==> src/design/pwvm_pkg.sv <==
`default_nettype none
package pwvm_pkg;
	localparam int VOICES_DEF = 64;
	localparam int TABLE_DEPTH_DEF = 256;
	localparam int PHASE_BITS_DEF = 24;
	localparam logic [8:0] TABLE_LENGTH_RST = 9'd20;
	localparam logic [7:0] SAMPLE_MAX = 8'd255;

	typedef enum logic [1:0] {
		FUNC_NOTE_ON  = 2'd0,
		FUNC_NOTE_OFF = 2'd1,
		FUNC_TICK     = 2'd2,
		FUNC_TWRITE   = 2'd3
	} func_t;

	typedef enum logic [3:0] {
		ST_IDLE,
		ST_SEARCH,
		ST_SEARCH_WAIT,
		ST_ON_WRITE,
		ST_OFF_READ,
		ST_OFF_WAIT,
		ST_OFF_WRITE,
		ST_TICK_READ,
		ST_TICK_DRAIN,
		ST_OUT
	} state_t;

	typedef struct packed {
		logic       load;
		logic       clr_slot;
		logic       inc_slot;
		logic       rd_slot;
		logic       rd_last;
		logic       wr_new;
		logic       wr_move;
		logic       cnt_inc;
		logic       cnt_dec;
		logic       tick_rd;
		logic       tick_clr;
		logic       out_load;
	} cmd_t;

	typedef struct packed {
		func_t      func;
		logic       slot_end;
		logic       hit;
		logic       full;
		logic       step_zero;
		logic       cnt_zero;
		logic       drained;
	} sts_t;

	// reset content of the wavetable
	function automatic logic [7:0] wave_init(input logic [11:0] i);
		case (i)
			12'd1:   wave_init = 8'd64;
			12'd2:   wave_init = 8'd128;
			12'd3:   wave_init = 8'd192;
			12'd4:   wave_init = 8'd255;
			default: wave_init = 8'd0;
		endcase
	endfunction
endpackage
`default_nettype wire

==> src/design/pwvm_ctrl.sv <==
`default_nettype none
module pwvm_ctrl (
	input  wire               clk,
	input  wire               arst_n,
	input  wire               in_valid,
	output logic              in_stall,
	output logic              out_valid,
	input  wire               out_stall,
	input  wire pwvm_pkg::sts_t sts,
	output pwvm_pkg::cmd_t    cmd
);
	pwvm_pkg::state_t state_q, state_nx;

	// state register
	always_ff @(posedge clk or negedge arst_n) begin
		if (!arst_n) state_q <= pwvm_pkg::ST_IDLE;
		else state_q <= state_nx;
	end

	// next state and commands
	always_comb begin
		state_nx = state_q;
		cmd = '0;
		in_stall = 1'b1;
		out_valid = 1'b0;
		case (state_q)
			pwvm_pkg::ST_IDLE: begin
				// input held off until the wavetable load after reset is done
				in_stall = !sts.drained;
				if (in_valid && sts.drained) begin
					cmd.load = 1'b1;
					cmd.clr_slot = 1'b1;
					state_nx = pwvm_pkg::ST_SEARCH;
				end
			end
			pwvm_pkg::ST_SEARCH: begin
				case (sts.func)
					pwvm_pkg::FUNC_NOTE_ON, pwvm_pkg::FUNC_NOTE_OFF: begin
						if (sts.slot_end) state_nx = pwvm_pkg::ST_SEARCH_WAIT;
						else begin
							cmd.rd_slot = 1'b1;
							state_nx = pwvm_pkg::ST_SEARCH_WAIT;
						end
					end
					pwvm_pkg::FUNC_TICK: begin
						cmd.tick_clr = 1'b1;
						state_nx = pwvm_pkg::ST_TICK_READ;
					end
					default: state_nx = pwvm_pkg::ST_IDLE;
				endcase
			end
			pwvm_pkg::ST_SEARCH_WAIT: begin
				if (sts.hit) begin
					if (sts.func == pwvm_pkg::FUNC_NOTE_OFF) begin
						cmd.rd_last = 1'b1;
						state_nx = pwvm_pkg::ST_OFF_WAIT;
					end else state_nx = pwvm_pkg::ST_IDLE;
				end else if (sts.slot_end) begin
					if (sts.func == pwvm_pkg::FUNC_NOTE_ON &&
					    !sts.full && !sts.step_zero)
						state_nx = pwvm_pkg::ST_ON_WRITE;
					else state_nx = pwvm_pkg::ST_IDLE;
				end else begin
					cmd.inc_slot = 1'b1;
					state_nx = pwvm_pkg::ST_SEARCH;
				end
			end
			pwvm_pkg::ST_ON_WRITE: begin
				cmd.wr_new = 1'b1;
				cmd.cnt_inc = 1'b1;
				state_nx = pwvm_pkg::ST_IDLE;
			end
			pwvm_pkg::ST_OFF_WAIT: state_nx = pwvm_pkg::ST_OFF_WRITE;
			pwvm_pkg::ST_OFF_WRITE: begin
				cmd.wr_move = 1'b1;
				cmd.cnt_dec = 1'b1;
				state_nx = pwvm_pkg::ST_IDLE;
			end
			pwvm_pkg::ST_TICK_READ: begin
				if (sts.slot_end) state_nx = pwvm_pkg::ST_TICK_DRAIN;
				else begin
					cmd.tick_rd = 1'b1;
					cmd.inc_slot = 1'b1;
				end
			end
			pwvm_pkg::ST_TICK_DRAIN: begin
				if (sts.drained) begin
					cmd.out_load = 1'b1;
					state_nx = pwvm_pkg::ST_OUT;
				end
			end
			pwvm_pkg::ST_OUT: begin
				out_valid = 1'b1;
				if (!out_stall) state_nx = pwvm_pkg::ST_IDLE;
			end
			default: state_nx = pwvm_pkg::ST_IDLE;
		endcase
	end
endmodule
`default_nettype wire

==> config.mk <==
export PLATFORM = sky130hd
export DESIGN_NAME = pwvm_ctrl
export DESIGN_NICKNAME = d
export VERILOG_FILES = /design/src/design/pwvm_pkg.sv /design/src/design/pwvm_ctrl.sv
export SDC_FILE = /design/constraint.sdc
export NUM_CORES = 1
export LEC_CHECK = 0
export ABC_AREA = 1
export ABC_CLOCK_PERIOD_IN_PS = 2600
export BUFFER_PORTS_ARGS = -buffer_cell sky130_fd_sc_hd__buf_2
export CAP_MARGIN = 0
export CORE_AREA = 2 2 39 41
export DETAILED_ROUTE_END_ITERATION = 10
export DIE_AREA = 0 0 41 43
export SYNTH_ARGS = -nofsm -noshare
export SYNTH_HDL_FRONTEND = slang
export SYNTH_SLANG_ARGS = --single-unit
==> constraint.sdc <==
create_clock -name clk -period 2.6 [get_ports clk]
set_input_delay 0.26 -clock clk [delete_from_list [all_inputs] [get_ports clk]]
set_output_delay 0.26 -clock clk [all_outputs]
set_load 0.02 [all_outputs]
Word level (Yosys, flattened, before mapping)
Index checks and enable logic that the tools add are counted.

Eq/ne operators: 14. Multiplexer cells: 29. Reductions and logical operators: 10.

Operators with widths (count): one-hot mux 4 bit (7 select lines) (1); 2-to-1 mux 4 bit (5); 2-to-1 mux 1 bit (16); == test 4 x 3 -> 1 bit, second input constant (3); == test 4 x 2 -> 1 bit, second input constant (2); == test 4 bit, second input constant (2); 2-to-1 mux 2 bit (4); != test 2 bit, second input constant (4); one-hot mux 3 bit (2 select lines) (1); == test 4 x 1 -> 1 bit, second input constant (1); zero test 4 bit (1); AND reduction 4 bit (1); logical AND 1 bit (3); zero test 1 bit (3); 2-to-1 mux 3 bit (1); == test 2 x 1 -> 1 bit, second input constant (1); == test 2 bit, second input constant (1); zero test 2 bit (1); one-hot mux 1 bit (2 select lines) (1); OR reduction 2 bit (1).

Register bits after elaboration: 4. Bits of input ports: 12. Output and inout bits: 14.

Logic depth before layout (Yosys ltp)
Depth after elaboration: 7. Mapped depth: 8.

Worst setup path after synthesis
Ideal clock, no wire load.

Path kind: reg2out. Start point: register state_q[0]. End point: output port cmd[11] (netlist bit). Arrival: 1.457 ns. Required time: 2.340 ns. Path slack: 0.883 ns. Stages on the path, launching flop included: 5. Cell sequence: dfrtp_1 > nor2_2 > inv_1 > nor3_1 > buf_4.

RTL lines: from (decl) (RTL line pwvm_ctrl.sv:12) `pwvm_pkg::state_t state_q, state_nx;`; from (signal assigned) (RTL line pwvm_ctrl.sv:16) `if (!arst_n) state_q <= pwvm_pkg::ST_IDLE;`; from (signal assigned) (RTL line pwvm_ctrl.sv:17) `else state_q <= state_nx;`; to (decl) (RTL line pwvm_ctrl.sv:10) `output pwvm_pkg::cmd_t cmd`.

==> impl_metrics.ini <==
[synthesis]
ys_types = 20
ys_ff_latch = 4
synthesis.area_um2 = 448
synthFlopType = dfrtp_1
async_flop_share_pct = 100
yosysWarnings = 0
syn_avg_cell_area_um2 = 6.22
ys_seq_area_share_pct = 22.3
syn_nets = 84
synth-edff-count = 0
syn_inst = 72

[die]
die_w_um = 41
row_count = 14
core_um2 = 1380
die_area_um2 = 1760
die_height_um = 43
io_pins = 26
initial_core_util_pct = 32.4

[job]
max_cap_violations = 0

[clock_network]
numCtsBuffers = 3
clockBufferDepth = 2
cts_root_buffer = clkbuf_4
clk_latency_ns = 0.22
cts_resized = 0
clk_pin_slew_ns = 0.03
clock_sinks = 4
htree_num_levels = 1
cts_tree = done

[timing]
min_period_ns = 1.78
setup_viol = 0
timing_hold_violations_final = 0
rsz0062_at_grt = false
tightest_slew_ns = 0.278
final_max_slew_viol_count = 0
fmax_mhz = 561
finClkSkew_ns = 0.00191
tns_ns = 0
fin_crit_sh_pct = 68.6
slew_headroom_pct = 81.4

[worst_setup_path]
crit_top_cell = nand2_1
critPathRequiredTime_ns = 2.34
worst_path_max_delay_cell = dfrtp_1
startpoint_type = flop
reg2reg_to = state_q[0]$_DFFE_PN0P_
ff2ff_path_depth = 7
crit_fanout = 7
r2r-start = state_q[2]$_DFFE_PN0P_
arrival_ns = 1.52
path_class = flop to output pin
reg2reg_slack_ns = 1.32
crit_path_cell_trace = inv_2 > nand2_1 > nor3_2 > nand2_1 > inv_1 > buf_2
startpoint = state_q[2]$_DFFE_PN0P_
cp-end-kind = output pin
cp_slowest_stage_delay_ns = 0.45

[power_and_ir_drop]
power_uw = 592
power_density_nw_per_um2 = 990
cellLeakagePower_uw = 0.000375
ir_drop_mv = 0.310

[placed_design]
gp_congestion = 0.757
dp.cells = 109
place_area_um2 = 566
portBuffers = 24
dp_hpwl_um = 927

[drt]
first_pass_iters = 4
wl_per_cell_um = 9.42
ant_nets = 0
drc = 0
num_vias = 520
drt-initial-drc-count = 8
totalWireLength_um = 1070
vias_per_cell = 4.60

[status]
outcome = complete, no violations

[final_layout]
area_delta_synth_final_pct = 33.5
drive_above_1_share_pct = 37.1
largest_reg_flops = 4
fin_area_um2 = 598
top_register = state_q
final_nets = 111
largestRegisters = state_q x4
diodes = 0
utilization_pct = 43.2
final_cells = 113

[hold_path]
hold_path_end = state_q[1]$_DFFE_PN0P_
hold_depth = 3
hp-class = input port to flop
min-delay-start = sts[5]

[global_routing]
grt_remaining_overflow = 0
grt_max_degree = 8
grt_pass1_vias = 437
grt_pass1_wl_um = 1780
antenna_found_initial = 0
grt_usage_pct = 14.2
## worst max path at each step
stage	slack, ns	depth (start not counted)	end
floorplan	0.88	4	cmd[11]
global placement	1.07	6	cmd[7]
detailed placement	1.06	6	cmd[7]
CTS	0.80	6	cmd[7]
global route	0.70	6	cmd[7]
finish	0.82	6	cmd[7]
## cells in the mapped netlist (2+ instances only)
cell / count / area share [%]
nor2_2: 2 / 2.8
buf_4: 3 / 5.0
nor2_4: 2 / 5.0
nand3b_1: 2 / 3.4
nor4_1: 2 / 2.8
dfrtp_1: 4 / 22
inv_1: 12 / 10
nor2_1: 9 / 7.5
nand3_1: 6 / 6.7
nor3_1: 3 / 3.4
inv_2: 2 / 1.7
nand2_1: 17 / 14
## cells in the final DEF, fill, tap and decap left out
| master | netlist | layout |
|---|---|---|
| nor2_1 | 9 | 9 |
| a21oi_1 | 1 | 1 |
| o211ai_1 | 1 | 1 |
| nand3_1 | 6 | 6 |
| nor2_2 | 2 | 2 |
| nor2_4 | 2 | 2 |
| nand2_2 | 1 | 1 |
| nor4_1 | 2 | 2 |
| nor3_2 | 1 | 1 |
| o2111ai_1 | 1 | 1 |
| a22oi_1 | 1 | 1 |
| dfrtp_1 | 4 | 4 |
| clkbuf_4 | 0 | 3 |
| o21ai_0 | 1 | 1 |
| nand3_4 | 1 | 1 |
| inv_1 | 12 | 12 |
| buf_2 | 0 | 24 |
| dlygate4sd3_1 | 0 | 1 |
| inv_2 | 2 | 2 |
| nand2_1 | 17 | 17 |
| nor3_1 | 3 | 3 |
| nand3b_1 | 2 | 2 |
## power breakdown
part           leakage [µW]  switching [µW]  internal, µW  total, µW
sequential        0.0000515            48.4          92.0        140
combinational      0.000310             255           125        381
clock             0.0000138            20.0          51.3       71.2
total              0.000375             324           269        592
## layout make-up
| class | count | area (µm²) |
|---|---|---|
| Sequential cell | 4 | 100 |
| Fill cell | 161 | 786 |
| Tap cell | 16 | 20.0 |
| Timing Repair Buffer | 25 | 130 |
| Multi-Input combinational cell | 51 | 273 |
| Clock buffer | 3 | 22.5 |
| Inverter | 14 | 52.6 |
## worst max-delay path, delay by kind of cell, from the launching register on
family                 cells  cell delay, ns
buffers and inverters      3            0.34
AND/OR/NAND/NOR            3            0.50
flip-flops                 1            0.45
## repair_timing
item                                    CTS  global route
hold endpoints to repair                  4             0
endpoints found under the setup margin    0             0
hold buffers                              1             0
setup buffers                             0             0
## stage by stage
| stage | hold slack (ns) | setup slack [ns] |
|---|---|---|
| after floorplan | -0.0356 | 0.883 |
| after global placement | 0.0663 | 1.07 |
| after detailed placement | 0.0669 | 1.06 |
| after CTS | 0.334 | 0.801 |
| after global routing | 0.350 | 0.695 |
| final | 0.339 | 0.818 |
## cell families (layout without fill, tap and decap cells)
family / Yosys count / count (layout) / synth area share, %
AOI/OAI and AO/OA: 5 / 5 / 7.54
buffers and inverters: 17 / 42 / 16.8
DFF: 4 / 4 / 22.3
and+or+nand+nor: 46 / 46 / 53.3
## layer usage
| layer | wire length (µm) | track usage, % | vias to the layer above |
|---|---|---|---|
| li1 | - | - | 278 |
| met1 | 493 | 20.3 | 225 |
| met2 | 516 | 21.9 | 17 |
| met3 | 55 | 4.71 | 0 |
| met4 | 0 | 0 | 0 |
| met5 | 0 | 0 | - |
(Power assumes the default switching activity.)
